==> src/rtl/core/pts_pkg.sv <==
`timescale 1ns / 1ps
package pts_pkg;
  localparam int PRIO_W = 8;
  localparam int DUR_W = 10;
  localparam int TIME_W = 16;
  localparam int TPUT_W = 29;
  localparam int IDX_W = 5;
  localparam logic [TIME_W-1:0] TIME_MAX = '1;
  localparam logic [TPUT_W-1:0] TPUT_MAX = '1;

  typedef struct packed {
    logic [DUR_W-1:0]  cool;
    logic [DUR_W-1:0]  dur;
    logic [PRIO_W-1:0] prio;
  } entry_t;
endpackage

==> src/rtl/core/priority_task_scheduler.sv <==
`timescale 1ns / 1ps
// Task scheduler. Tasks load one per cycle into a MAX_TASKS entry store; a
// load beyond capacity is dropped and flagged. The item with tlast set starts
// a drain: for each stored task one store entry is scanned per cycle to find
// the next task (highest priority, earliest on a tie, or arrival order when
// order_mode is 1), then a restoring divider forms priority / time as a
// PRIO_W + FRACTION_BITS bit quotient. Input is held off during a drain.
module priority_task_scheduler import pts_pkg::*; #(
  parameter int MAX_TASKS = 32,
  parameter int FRACTION_BITS = 16
) (
  input  logic        clk,
  input  logic        rst,
  input  logic        cfg_valid,
  output logic        cfg_ready,
  input  logic        cfg_data,
  input  logic        s_tvalid,
  output logic        s_tready,
  input  logic [31:0] s_tdata,   // task_priority, task_duration, task_cooldown
  input  logic        s_tlast,
  output logic        m_tvalid,
  input  logic        m_tready,
  output logic [55:0] m_tdata,   // task_index, completion_time, throughput_q16, overflow_seen
  output logic        m_tlast
);
  localparam int AW = $clog2(MAX_TASKS);
  localparam int CW = $clog2(MAX_TASKS + 1);
  localparam int NUM_W = PRIO_W + FRACTION_BITS;
  localparam int SUM_W = ((NUM_W > TPUT_W) ? NUM_W : TPUT_W) + 1;

  localparam logic [2:0] S_LOAD = 3'd0;
  localparam logic [2:0] S_SCAN = 3'd1;
  localparam logic [2:0] S_READ = 3'd2;
  localparam logic [2:0] S_DIV  = 3'd3;
  localparam logic [2:0] S_OUT  = 3'd4;

  logic [2:0]           state;
  logic                 order_mode;
  entry_t               store [MAX_TASKS];
  entry_t               rd;
  logic [MAX_TASKS-1:0] served;
  logic [CW-1:0]        count;
  logic [CW-1:0]        done_cnt;
  logic                 ovf;
  logic [TIME_W-1:0]    tacc;
  logic [TPUT_W-1:0]    tput;
  logic [CW-1:0]        scan;
  logic [AW-1:0]        best;
  logic [PRIO_W-1:0]    best_prio;
  logic                 found;
  entry_t               scan_e;
  logic [TIME_W+1:0]    tsum;
  logic [TIME_W-1:0]    tsat;
  logic                 div_start;
  logic                 div_done;
  logic [NUM_W-1:0]     quo;
  logic [SUM_W-1:0]     qsum;
  logic [SUM_W-1:0]     tput_sum;
  logic [TPUT_W-1:0]    tput_sat;
  logic [AW-1:0]        scan_a;

  assign cfg_ready = 1'b1;
  assign s_tready  = (state == S_LOAD);
  assign scan_a    = scan[AW-1:0];
  assign tsum      = {2'b0, tacc} + (TIME_W+2)'(rd.dur) + (TIME_W+2)'(rd.cool);
  assign tsat      = (tsum > (TIME_W+2)'(TIME_MAX)) ? TIME_MAX : tsum[TIME_W-1:0];
  assign qsum      = (tsat == '0) ? (rd.prio != '0 ? SUM_W'(TPUT_MAX) : '0)
                                  : SUM_W'(quo);
  assign tput_sum  = SUM_W'(tput) + qsum;
  assign tput_sat  = (tput_sum > SUM_W'(TPUT_MAX)) ? TPUT_MAX : tput_sum[TPUT_W-1:0];

  pts_div #(.NUM_W(NUM_W)) u_div (
    .clk(clk), .rst(rst), .start(div_start),
    .num({rd.prio, {FRACTION_BITS{1'b0}}}), .den(tsat),
    .done(div_done), .quo(quo)
  );

  always_ff @(posedge clk) begin
    if (s_tvalid && s_tready && count < CW'(MAX_TASKS)) begin
      store[count[AW-1:0]] <= s_tdata[27:0];
    end
    scan_e <= store[scan_a];
    rd     <= store[best];
  end

  always_ff @(posedge clk) begin
    if (rst) begin
      state      <= S_LOAD;
      order_mode <= 1'b0;
      served     <= '0;
      count      <= '0;
      ovf        <= 1'b0;
      tacc       <= '0;
      tput       <= '0;
      m_tvalid   <= 1'b0;
      div_start  <= 1'b0;
      done_cnt   <= '0;
      scan       <= '0;
      found      <= 1'b0;
    end else begin
      div_start <= 1'b0;
      if (cfg_valid) begin
        order_mode <= cfg_data;
      end
      case (state)
        S_LOAD: begin
          if (s_tvalid) begin
            if (count < CW'(MAX_TASKS)) begin
              count <= count + CW'(1);
            end else begin
              ovf <= 1'b1;
            end
            if (s_tlast) begin
              state    <= S_SCAN;
              scan     <= '0;
              found    <= 1'b0;
              done_cnt <= '0;
            end
          end
        end
        S_SCAN: begin
          // scan_e is registered from store[scan], so it holds entry scan - 1; scan == count ends the pass
          if (scan != '0) begin
            if (!served[scan_a - AW'(1)] && (!found ||
                (!order_mode && scan_e.prio > best_prio))) begin
              best      <= scan_a - AW'(1);
              best_prio <= scan_e.prio;
              found     <= 1'b1;
            end
          end
          if (scan == count) begin
            state <= S_READ;
          end
          scan <= scan + CW'(1);
        end
        S_READ: begin
          if (scan == count + CW'(1)) begin
            scan <= '0;
          end else begin
            div_start <= 1'b1;
            state     <= S_DIV;
          end
        end
        S_DIV: begin
          if (div_done) begin
            served[best] <= 1'b1;
            tacc         <= tsat;
            tput         <= tput_sat;
            m_tdata      <= {5'b0, ovf, tput_sat, tsat, IDX_W'(best)};
            m_tlast      <= (done_cnt + CW'(1) == count);
            m_tvalid     <= 1'b1;
            done_cnt     <= done_cnt + CW'(1);
            state        <= S_OUT;
          end
        end
        S_OUT: begin
          if (m_tready) begin
            m_tvalid <= 1'b0;
            if (m_tlast) begin
              state  <= S_LOAD;
              served <= '0;
              count  <= '0;
              ovf    <= 1'b0;
              tacc   <= '0;
              tput   <= '0;
            end else begin
              state <= S_SCAN;
              scan  <= '0;
              found <= 1'b0;
            end
          end
        end
        default: state <= S_LOAD;
      endcase
    end
  end

  a_ready_idle: assert property (@(posedge clk) disable iff (rst)
    s_tready |-> !m_tvalid) else $error("load accepted during drain");
  a_count_cap: assert property (@(posedge clk) disable iff (rst)
    count <= CW'(MAX_TASKS)) else $error("task count beyond capacity");
  a_out_hold: assert property (@(posedge clk) disable iff (rst)
    m_tvalid && !m_tready |=> m_tvalid && $stable(m_tdata))
    else $error("result dropped while stalled");
  a_time_mono: assert property (@(posedge clk) disable iff (rst)
    state == S_DIV && div_done |-> tsat >= tacc) else $error("time went backward");
endmodule

==> src/rtl/core/pts_div.sv <==
`timescale 1ns / 1ps
module pts_div import pts_pkg::*; #(
  parameter int NUM_W = 24
) (
  input  logic              clk,
  input  logic              rst,
  input  logic              start,
  input  logic [NUM_W-1:0]  num,
  input  logic [TIME_W-1:0] den,
  output logic              done,
  output logic [NUM_W-1:0]  quo
);
  localparam int CNT_W = $clog2(NUM_W + 1);

  logic [NUM_W-1:0]  num_sh;
  logic [TIME_W:0]   rem;
  logic [TIME_W-1:0] dv;
  logic [CNT_W-1:0]  cnt;
  logic              busy;
  logic [TIME_W:0]   trial;
  logic [TIME_W:0]   diff;

  assign trial = {rem[TIME_W-1:0], num_sh[NUM_W-1]};
  assign diff  = trial - {1'b0, dv};

  always_ff @(posedge clk) begin
    if (rst) begin
      busy <= 1'b0;
      done <= 1'b0;
    end else begin
      done <= 1'b0;
      if (start) begin
        busy <= 1'b1;
        cnt  <= CNT_W'(NUM_W);
      end else if (busy) begin
        if (cnt == CNT_W'(1)) begin
          busy <= 1'b0;
          done <= 1'b1;
        end
        cnt <= cnt - CNT_W'(1);
      end
    end
  end

  always_ff @(posedge clk) begin
    if (start) begin
      num_sh <= num;
      rem    <= '0;
      dv     <= den;
      quo    <= '0;
    end else if (busy) begin
      num_sh <= {num_sh[NUM_W-2:0], 1'b0};
      if (!diff[TIME_W]) begin
        rem <= diff;
        quo <= {quo[NUM_W-2:0], 1'b1};
      end else begin
        rem <= trial;
        quo <= {quo[NUM_W-2:0], 1'b0};
      end
    end
  end
endmodule

==> config.mk <==
export PLATFORM = sky130hd
export DESIGN_NAME = priority_task_scheduler
export DESIGN_NICKNAME = d
export VERILOG_FILES = /design/src/rtl/core/pts_pkg.sv /design/src/rtl/core/priority_task_scheduler.sv /design/src/rtl/core/pts_div.sv
export SDC_FILE = /design/constraint.sdc
export NUM_CORES = 2
export LEC_CHECK = 0
export BUFFER_PORTS_ARGS = -buffer_cell sky130_fd_sc_hd__buf_2
export CORE_ASPECT_RATIO = 0.6
export CORE_MARGIN = 10
export CORE_UTILIZATION = 24
export CTS_CLUSTER_DIAMETER = 200
export DETAILED_ROUTE_END_ITERATION = 16
export PLACE_DENSITY_LB_ADDON = 0.15
export SLEW_MARGIN = 30
export SYNTH_ARGS = -nofsm -noshare
export SYNTH_HDL_FRONTEND = slang
export SYNTH_SLANG_ARGS = --single-unit
==> constraint.sdc <==
create_clock -name clk -period 6.65 [get_ports clk]
set_input_delay 1.33 -clock clk [delete_from_list [all_inputs] [get_ports clk]]
set_output_delay 1.33 -clock clk [all_outputs]
set_load 0.005 [all_outputs]
Word-level counts from Yosys, hierarchy flattened
Memory sizes are Yosys's and may differ from the RTL's. A register that Yosys moved wholly into a read port is not among the register bits.
Index checks and enable logic that the tools add are counted.
- memories kept: 1
- output and inout port bits: 60
- register bits after elaboration: 239
- word-level logic and storage cells: 165
- RAM bits: 896
- memory list (name ; depth ; bits a word ; read ports ; clocked after Yosys merged registers in ; write ports ; line ; source):
    store ; 32 ; 28 ; 2 ; 2 ; 1 ; priority_task_scheduler.sv:39 ; entry_t store [MAX_TASKS];
- $lt $le $gt $ge: 7
- add/sub/neg operators: 9
- reduce and logical (&&, ||, !) cells: 32
- muxes and demuxes: 68
- bitwise operators: 4
- equality and inequality tests: 21
- operators by type and width (operator ; number):
    $mux W29 ; 6
    $mux W32 ; 3
    $mux W16 ; 5
    $pmux W32 S2 ; 1
    $mux W6 ; 10
    $pmux W29 S2 ; 1
    $mux W24 ; 2
    $or A32 B32 Y32 ; 1
    $pmux W16 S2 ; 1
    $add A29 B29 Y30 ; 1
    $gt A30 B29 Y1 const B ; 1
    $pmux W6 S2 ; 2
    $pmux W6 S4 ; 1
    $mux W1 ; 23
    $ne A2 B2 Y1 const B ; 10
    $add A17 B10 Y18 ; 1
    $add A6 B1 Y6 const B ; 3
    $eq A6 B6 Y1 ; 3
    $gt A18 B16 Y1 const B ; 1
    $mux W3 ; 6
    $add A16 B10 Y17 ; 1
    $sub A17 B16 Y17 ; 1
    $logic_not A16 Y1 ; 1
    $pmux W3 S5 ; 1
    33 further kinds ; 55

Depth between registers and ports, before layout
- depth after elaboration: 11
- gate-level depth with buffers: 27
- depth with buffers taken out: 25

Hierarchy
A second synthesis with hierarchy kept.
- cells, all modules: 2928
- area total of the unflattened synthesis: 50169.4 sq um
- by module, submodules not included (module ; cells each ; area each (sq um) ; seq. area each (sq um) ; times used):
    priority_task_scheduler ; 2516 ; 45751.4 ; 31640.3 ; 1
    pts_div ; 412 ; 4418.0 ; 2192.1 ; 1

Worst setup path after synthesis
OpenSTA, ideal clock, no wires.
- kind: reg2reg
- start: reg, netlist name rd[9]
- end: reg m_tdata[47], data pin
- setup time: 255 ps
- path buffers: 1
- stages on the path, launching flop included: 27
- arrival: 5777 ps
- clock period less this slack: 6033 ps
- setup slack: 617 ps
- cell sequence: dfxtp_1 > inv_1 > fa_1 > inv_1 > ha_1 > fa_1 > a21oi_2 > o22ai_2 > o41ai_2 > o21ai_0 > nor3_1 > a31oi_1 > nor4_4 > nand2_2 > buf_2 > o21a_1 > ha_1 > fa_1 > a211oi_1 > nor2_1 > o21a_1 > o41ai_4 > o21ai_2 > a2111oi_0 > nor3_1 > xnor2_1 > nand2_1
- longest elaborated chain between the ends: 9
- RTL lines (item ; line ; source):
    $add A16 B10 Y17 * ; priority_task_scheduler.sv:65 ; assign tsum = {2'b0, tacc} + (TIME_W+2)'(rd.dur) + (TIME_W+2)'(rd.cool);
    $add A17 B10 Y18 * ; priority_task_scheduler.sv:65 ;
    $gt A18 B16 Y1 ; priority_task_scheduler.sv:66 ; assign tsat = (tsum > (TIME_W+2)'(TIME_MAX)) ? TIME_MAX : tsum[TIME_W-1:0];
    $mux W16 * ; priority_task_scheduler.sv:66 ;
    $logic_not A16 Y1 * ; priority_task_scheduler.sv:67 ; assign qsum = (tsat == '0) ? (rd.prio != '0 ? SUM_W'(TPUT_MAX) : '0)
    $mux W29 * ; priority_task_scheduler.sv:67 ;
    $add A29 B29 Y30 * ; priority_task_scheduler.sv:69 ; assign tput_sum = SUM_W'(tput) + qsum;
    $gt A30 B29 Y1 ; priority_task_scheduler.sv:70 ; assign tput_sat = (tput_sum > SUM_W'(TPUT_MAX)) ? TPUT_MAX : tput_sum[TPUT_W-1:0];
    $mux W29 * ; priority_task_scheduler.sv:70 ;
    via tput_sat[26] ; priority_task_scheduler.sv:59 ; logic [TPUT_W-1:0] tput_sat;
    end signal, assigned ; priority_task_scheduler.sv:149 ; m_tdata <= {5'b0, ovf, tput_sat, tsat, IDX_W'(best)};
    end, declared ; priority_task_scheduler.sv:23 ; output logic [55:0] m_tdata,
The timed path passes the listed nets; every way through them passes the cells marked *.
A chain may end at the register's enable or synchronous reset.

Final worst setup path
- start: reg, netlist name rd[21]
- end: reg tput[0]
- longest elaborated chain between the ends: 10
- RTL lines (item ; line ; source):
    $add A17 B10 Y18 * ; priority_task_scheduler.sv:65 ;
    $gt A18 B16 Y1 ; priority_task_scheduler.sv:66 ;
    $mux W16 * ; priority_task_scheduler.sv:66 ;
    via tsat[7] ; priority_task_scheduler.sv:53 ; logic [TIME_W-1:0] tsat;
    $logic_not A16 Y1 * ; priority_task_scheduler.sv:67 ;
    $mux W29 * ; priority_task_scheduler.sv:67 ;
    $add A29 B29 Y30 * ; priority_task_scheduler.sv:69 ;
    $gt A30 B29 Y1 ; priority_task_scheduler.sv:70 ;
    $mux W29 * ; priority_task_scheduler.sv:70 ;
    via tput_sat[0] ; priority_task_scheduler.sv:59 ;
    $mux W29 * ; priority_task_scheduler.sv:145 ; if (div_done) begin
    $pmux W29 S2 * ; priority_task_scheduler.sv:105 ; case (state)
    end signal, assigned ; priority_task_scheduler.sv:148 ; tput <= tput_sat;
    end, declared ; priority_task_scheduler.sv:46 ; logic [TPUT_W-1:0] tput;
The timed path passes the listed nets; every way through them passes the cells marked *. The select of a mux whose other input is x is not followed.

==> reports/qor.log <==
qor: outcome.status completed
qor: power.total_switching_power 4.43 mW
qor: power.ir_worst_vdd 0.204 mV
qor: global_route.gr-total-overflow 0
qor: hold_path.min-delay-start ovf
qor: synthesis.synth-seq-area-share 68.3%
qor: worst_setup_path.endpoint_kind flop
qor: route.final_antenna_net_count 0
qor: timing.slew_headroom 35.1%
qor: timing.skew 0.0449 ns
qor: route.drt_pre_antenna_iters 5
qor: cts.cts_hold_buffers 0
qor: finish.final_common_cell edfxtp_1
qor: cts.insertion_delay 0.73 ns
qor: die.core 0.203 mm2
qor: worst_setup_path.path_class flop to flop
qor: worst_setup_path.worst-r2r-setup-slack 0.34 ns
qor: route.post-route-drc-count 0
qor: timing.timing.hold.ws 0.437 ns
qor: worst_setup_path.crit_path_start rd[21]
qor: worst_setup_path.critical_path_required 7.24 ns
qor: worst_setup_path.cp_data_arrival_time 6.90 ns
qor: worst_setup_path.cp-start-kind flop
qor: timing.max_freq 0.158 GHz
qor: power.power.clock.fraction 39.3%
qor: flow_run.max_cap_viol_count 0
qor: hold_path.worst_hold_path_type flop to flop
qor: power.power_per_cell_area 304 mW/mm2
qor: synthesis.synth.mux.area_fraction 15.6%
qor: finish.post_route_cells_drive_above_1_share 26.2%
qor: power.power_frac_seq 48.0%
qor: die.die_h 369 um
qor: synthesis.synth_edf_count 990
qor: cts.cts-htree-levels 3
qor: hold_path.hold_end m_tdata[50]
qor: power.total_leakage_power 18.5 nW
qor: global_route.grt_pass1_wl 214 mm
qor: die.die_area 0.223 mm2
qor: timing.slew_violations 0
qor: die.io_pins 99
qor: global_route.grt_max_degree 99
qor: finish.fin_nets 3,087
qor: timing.setup_slack 0.337 ns
qor: global_route.globalRouteTotalUtil 13.3%
qor: worst_setup_path.rr_startpoint rd[21]
qor: timing.max_slew.worst_pin.slew 0.972 ns
qor: power.comb_power_share 12.6%
qor: timing.finalCriticalPeriod 6.31 ns
qor: worst_setup_path.rr_endpoint tput[0]
qor: timing.timing.final.crit_share 94.9%
qor: place.post-place-cells 5,569
qor: cts.cts_made_buffers 111
qor: synthesis.ys_seq_elements 1,171
qor: cts.cts_tree done
qor: synthesis.yosysWarnings 0
qor: hold_path.worst_hold_path.num_cells 0
qor: synthesis.area_fraction_in_compound_gates_after_synthesis 6.14%
qor: synthesis.dominant_combinational_cell_family_by_area_after_synthesis multiplexers
qor: cts.maximum_root_to_sink_buffer_count 3
qor: global_route.grt_antenna_before_repair 19
qor: cts.ctsRootBufferMaster clkbuf_16
qor: synthesis.synthAdderAreaFrac 2.38%
qor: synthesis.ys_types 79
qor: power.internal-power 13.0 mW
qor: cts.count_of_clock_tree_sinks 1,171
qor: worst_setup_path.timing.reg2reg.worst_path_depth 26
qor: die.num_rows 128
qor: synthesis.synth_xor_area_share 1.23%
qor: finish.final_cell_mix edfxtp_1, mux4_2, dfxtp_1
qor: place.routabilityCongestion 0.769
qor: place.preCtsSetupSlack -0.0316 ns
qor: synthesis.synthFlopType edfxtp_1
qor: timing.final-hold-violation-count 0
qor: synthesis.proportion_of_register_bits_with_asynchronous_set_or_reset_after_synthesis 0%
qor: route.dr.first_iter.drc_count 2,567
qor: finish.instances_no_fill 5,795
qor: place.dp_hpwl 93.0 mm
qor: worst_setup_path.crit_fanout 9
qor: route.routed-via-count 26,863
qor: die.start_util 24.1%
qor: timing.grt_setup_unrepaired no
qor: synthesis.synth_simple_gate_area_share 4.48%
qor: synthesis.synthesized_netlist_cell_count 2,803
qor: place.port-buffer-count 88
qor: synthesis.avgSynthCellArea 17.4 um2
qor: route.drt-wirelength-per-cell 26.5 um
qor: global_route.via_count_of_the_first_global_routing_pass 26,490
qor: die.die_width 602 um
qor: power.swShare 25.4%
qor: cts.clkTransAtPathRegs 0.07 ns
qor: route.drt-vias-per-instance 4.64
qor: route.detail_route.wirelength 154 mm
qor: synthesis.post_synthesis_instance_area 0.0489 mm2
qor: timing.timing.final.setup_violations 0
qor: finish.area_growth_syn_to_layout 17.4%
## cells by family after synthesis
group                    Yosys count
XOR/XNOR                          68
buffers and inverters            227
AO/OA/AOI/OAI                    423
other                              2
flip-flops                      1171
multiplexers                     367
AND/OR/NAND/NOR                  460
adder cells (fa/ha/maj)           85
## metal layers
layer / global-route usage [%] / up-vias / share of wire [%]
met3: 2.96 / 164 / 6.1
met1: 21.2 / 14291 / 52
met4: 2.25 / 4 / 1.6
met5: 0 / - / 0.017
li1: - / 11642 / -
met2: 18.2 / 762 / 40
## power by group through the flow
stage                     Sequential, mW  Clock (mW)  Combinational, mW
final                               8.37        6.85               2.20
after global routing                8.39        7.35               2.40
after CTS                           8.37        7.06               2.23
after detailed placement            8.53           0               2.22
after global placement              8.53           0               2.23
after floorplan                     8.44           0               1.47
## synthesized netlist by cell type (3+ instances only)
| cell | number | area [um2] |
|---|---|---|
| edfxtp_1 | 990 | 29700 |
| mux4_2 | 314 | 7070 |
| nor2_1 | 199 | 747 |
| dfxtp_1 | 181 | 3620 |
| a22oi_1 | 131 | 983 |
| clkbuf_1 | 108 | 405 |
| a21oi_1 | 86 | 430 |
| ha_1 | 72 | 901 |
| nand2_1 | 70 | 263 |
| inv_1 | 64 | 240 |
| o21a_1 | 39 | 293 |
| mux2i_1 | 38 | 380 |
| o21ai_0 | 38 | 190 |
| xnor2_1 | 38 | 333 |
| nor3_1 | 37 | 185 |
| nand4_1 | 35 | 219 |
| buf_1 | 30 | 113 |
| a22o_1 | 29 | 254 |
| xor2_1 | 29 | 254 |
| nand3_1 | 23 | 115 |
| nand2b_1 | 22 | 138 |
| a21o_1 | 17 | 128 |
| buf_2 | 15 | 75.1 |
| mux2_2 | 15 | 169 |
| fa_1 | 13 | 260 |
| a31oi_1 | 12 | 75.1 |
| nor2b_1 | 12 | 75.1 |
| and3_1 | 11 | 68.8 |
| a211oi_1 | 10 | 75.1 |
| nand2_2 | 9 | 56.3 |
| nand3b_1 | 8 | 60.1 |
| a311oi_1 | 7 | 61.3 |
| buf_4 | 7 | 52.6 |
| and2_1 | 6 | 37.5 |
| nor3b_1 | 6 | 45.0 |
| o21bai_1 | 6 | 45.0 |
| or3_1 | 6 | 37.5 |
| o211ai_1 | 5 | 37.5 |
| a31o_2 | 4 | 35.0 |
| nor4_1 | 4 | 25.0 |
| a41oi_1 | 3 | 26.3 |
## worst max-delay path by stage
stage / cells past startpoint / to / slack, ns
after CTS: 25 / m_tdata[47] / 0.02
after detailed placement: 25 / m_tdata[47] / -0.03
final: 26 / tput[0] / 0.34
after global routing: 27 / tput[7] / 0.003
after global placement: 25 / m_tdata[47] / -0.06
after floorplan: 26 / m_tdata[47] / 0.62
## worst max-delay path: stages, from the launching register on
cell and delay (ns):
dfxtp_1 0.31, buf_4 0.21, fa_1 0.44, ha_1 0.38
nand3_1 0.14, o2111ai_2 0.19, o21ai_1 0.23, nand3b_1 0.27
a41o_1 0.41, o21bai_1 0.23, nor4_4 0.38, buf_4 0.17
buf_4 0.11, buf_4 0.17, o21a_1 0.14, ha_2 0.31
a21oi_2 0.14, nor2b_1 0.07, o31a_1 0.36, o2111ai_2 0.19
buf_4 0.19, a21oi_2 0.12, a31oi_2 0.24, o21a_4 0.28
clkbuf_16 0.22, nand2b_1 0.08, a22o_1 0.21
## area by class of cell
| cell class | count | area, um2 |
|---|---|---|
| multi-input cells | 1409 | 15000 |
| clock buffers | 148 | 3030 |
| well taps | 2730 | 3420 |
| repair buffers | 206 | 1480 |
| inverters | 64 | 241 |
| flip-flops and latches | 1171 | 33400 |
| clock inverters | 63 | 835 |
| fillers | 20357 | 145000 |
| diodes | 4 | 10.0 |
## flip-flops by register name, summed over array words and instances, names as in the netlist, 3 cells and up
| name | count |
|---|---|
| u_div.num_sh | 8 |
| tput | 29 |
| best | 5 |
| m_tdata | 51 |
| done_cnt | 6 |
| served | 32 |
| tacc | 16 |
| u_div.dv | 16 |
| best_prio | 8 |
| store | 896 |
| state | 3 |
| count | 6 |
| u_div.rem | 16 |
| scan_e | 8 |
| rd | 28 |
| scan | 6 |
| u_div.quo | 24 |
| u_div.cnt | 5 |
## through the flow
step	area, um2	setup TNS (ns)	power, mW	utilization [%]
final	57400	0	17.4	28.3
after global routing	57400	0	18.1	28.3
after CTS	57100	0	17.7	28.2
after detailed placement	53200	-0.0524	10.8	26.3
after global placement	53200	-0.178	10.8	26.2
after floorplan	48900	0	9.92	-
## what timing repair did
| item | CTS | global route |
|---|---|---|
| pin swaps | 0 | 12 |
| setup buffers | 0 | 7 |
| gates cloned | 0 | 3 |
| gates resized for setup | 3 | 19 |
| endpoints found under the setup margin | 19 | 58 |
No activity file was read; power rests on OpenSTA's default activity.
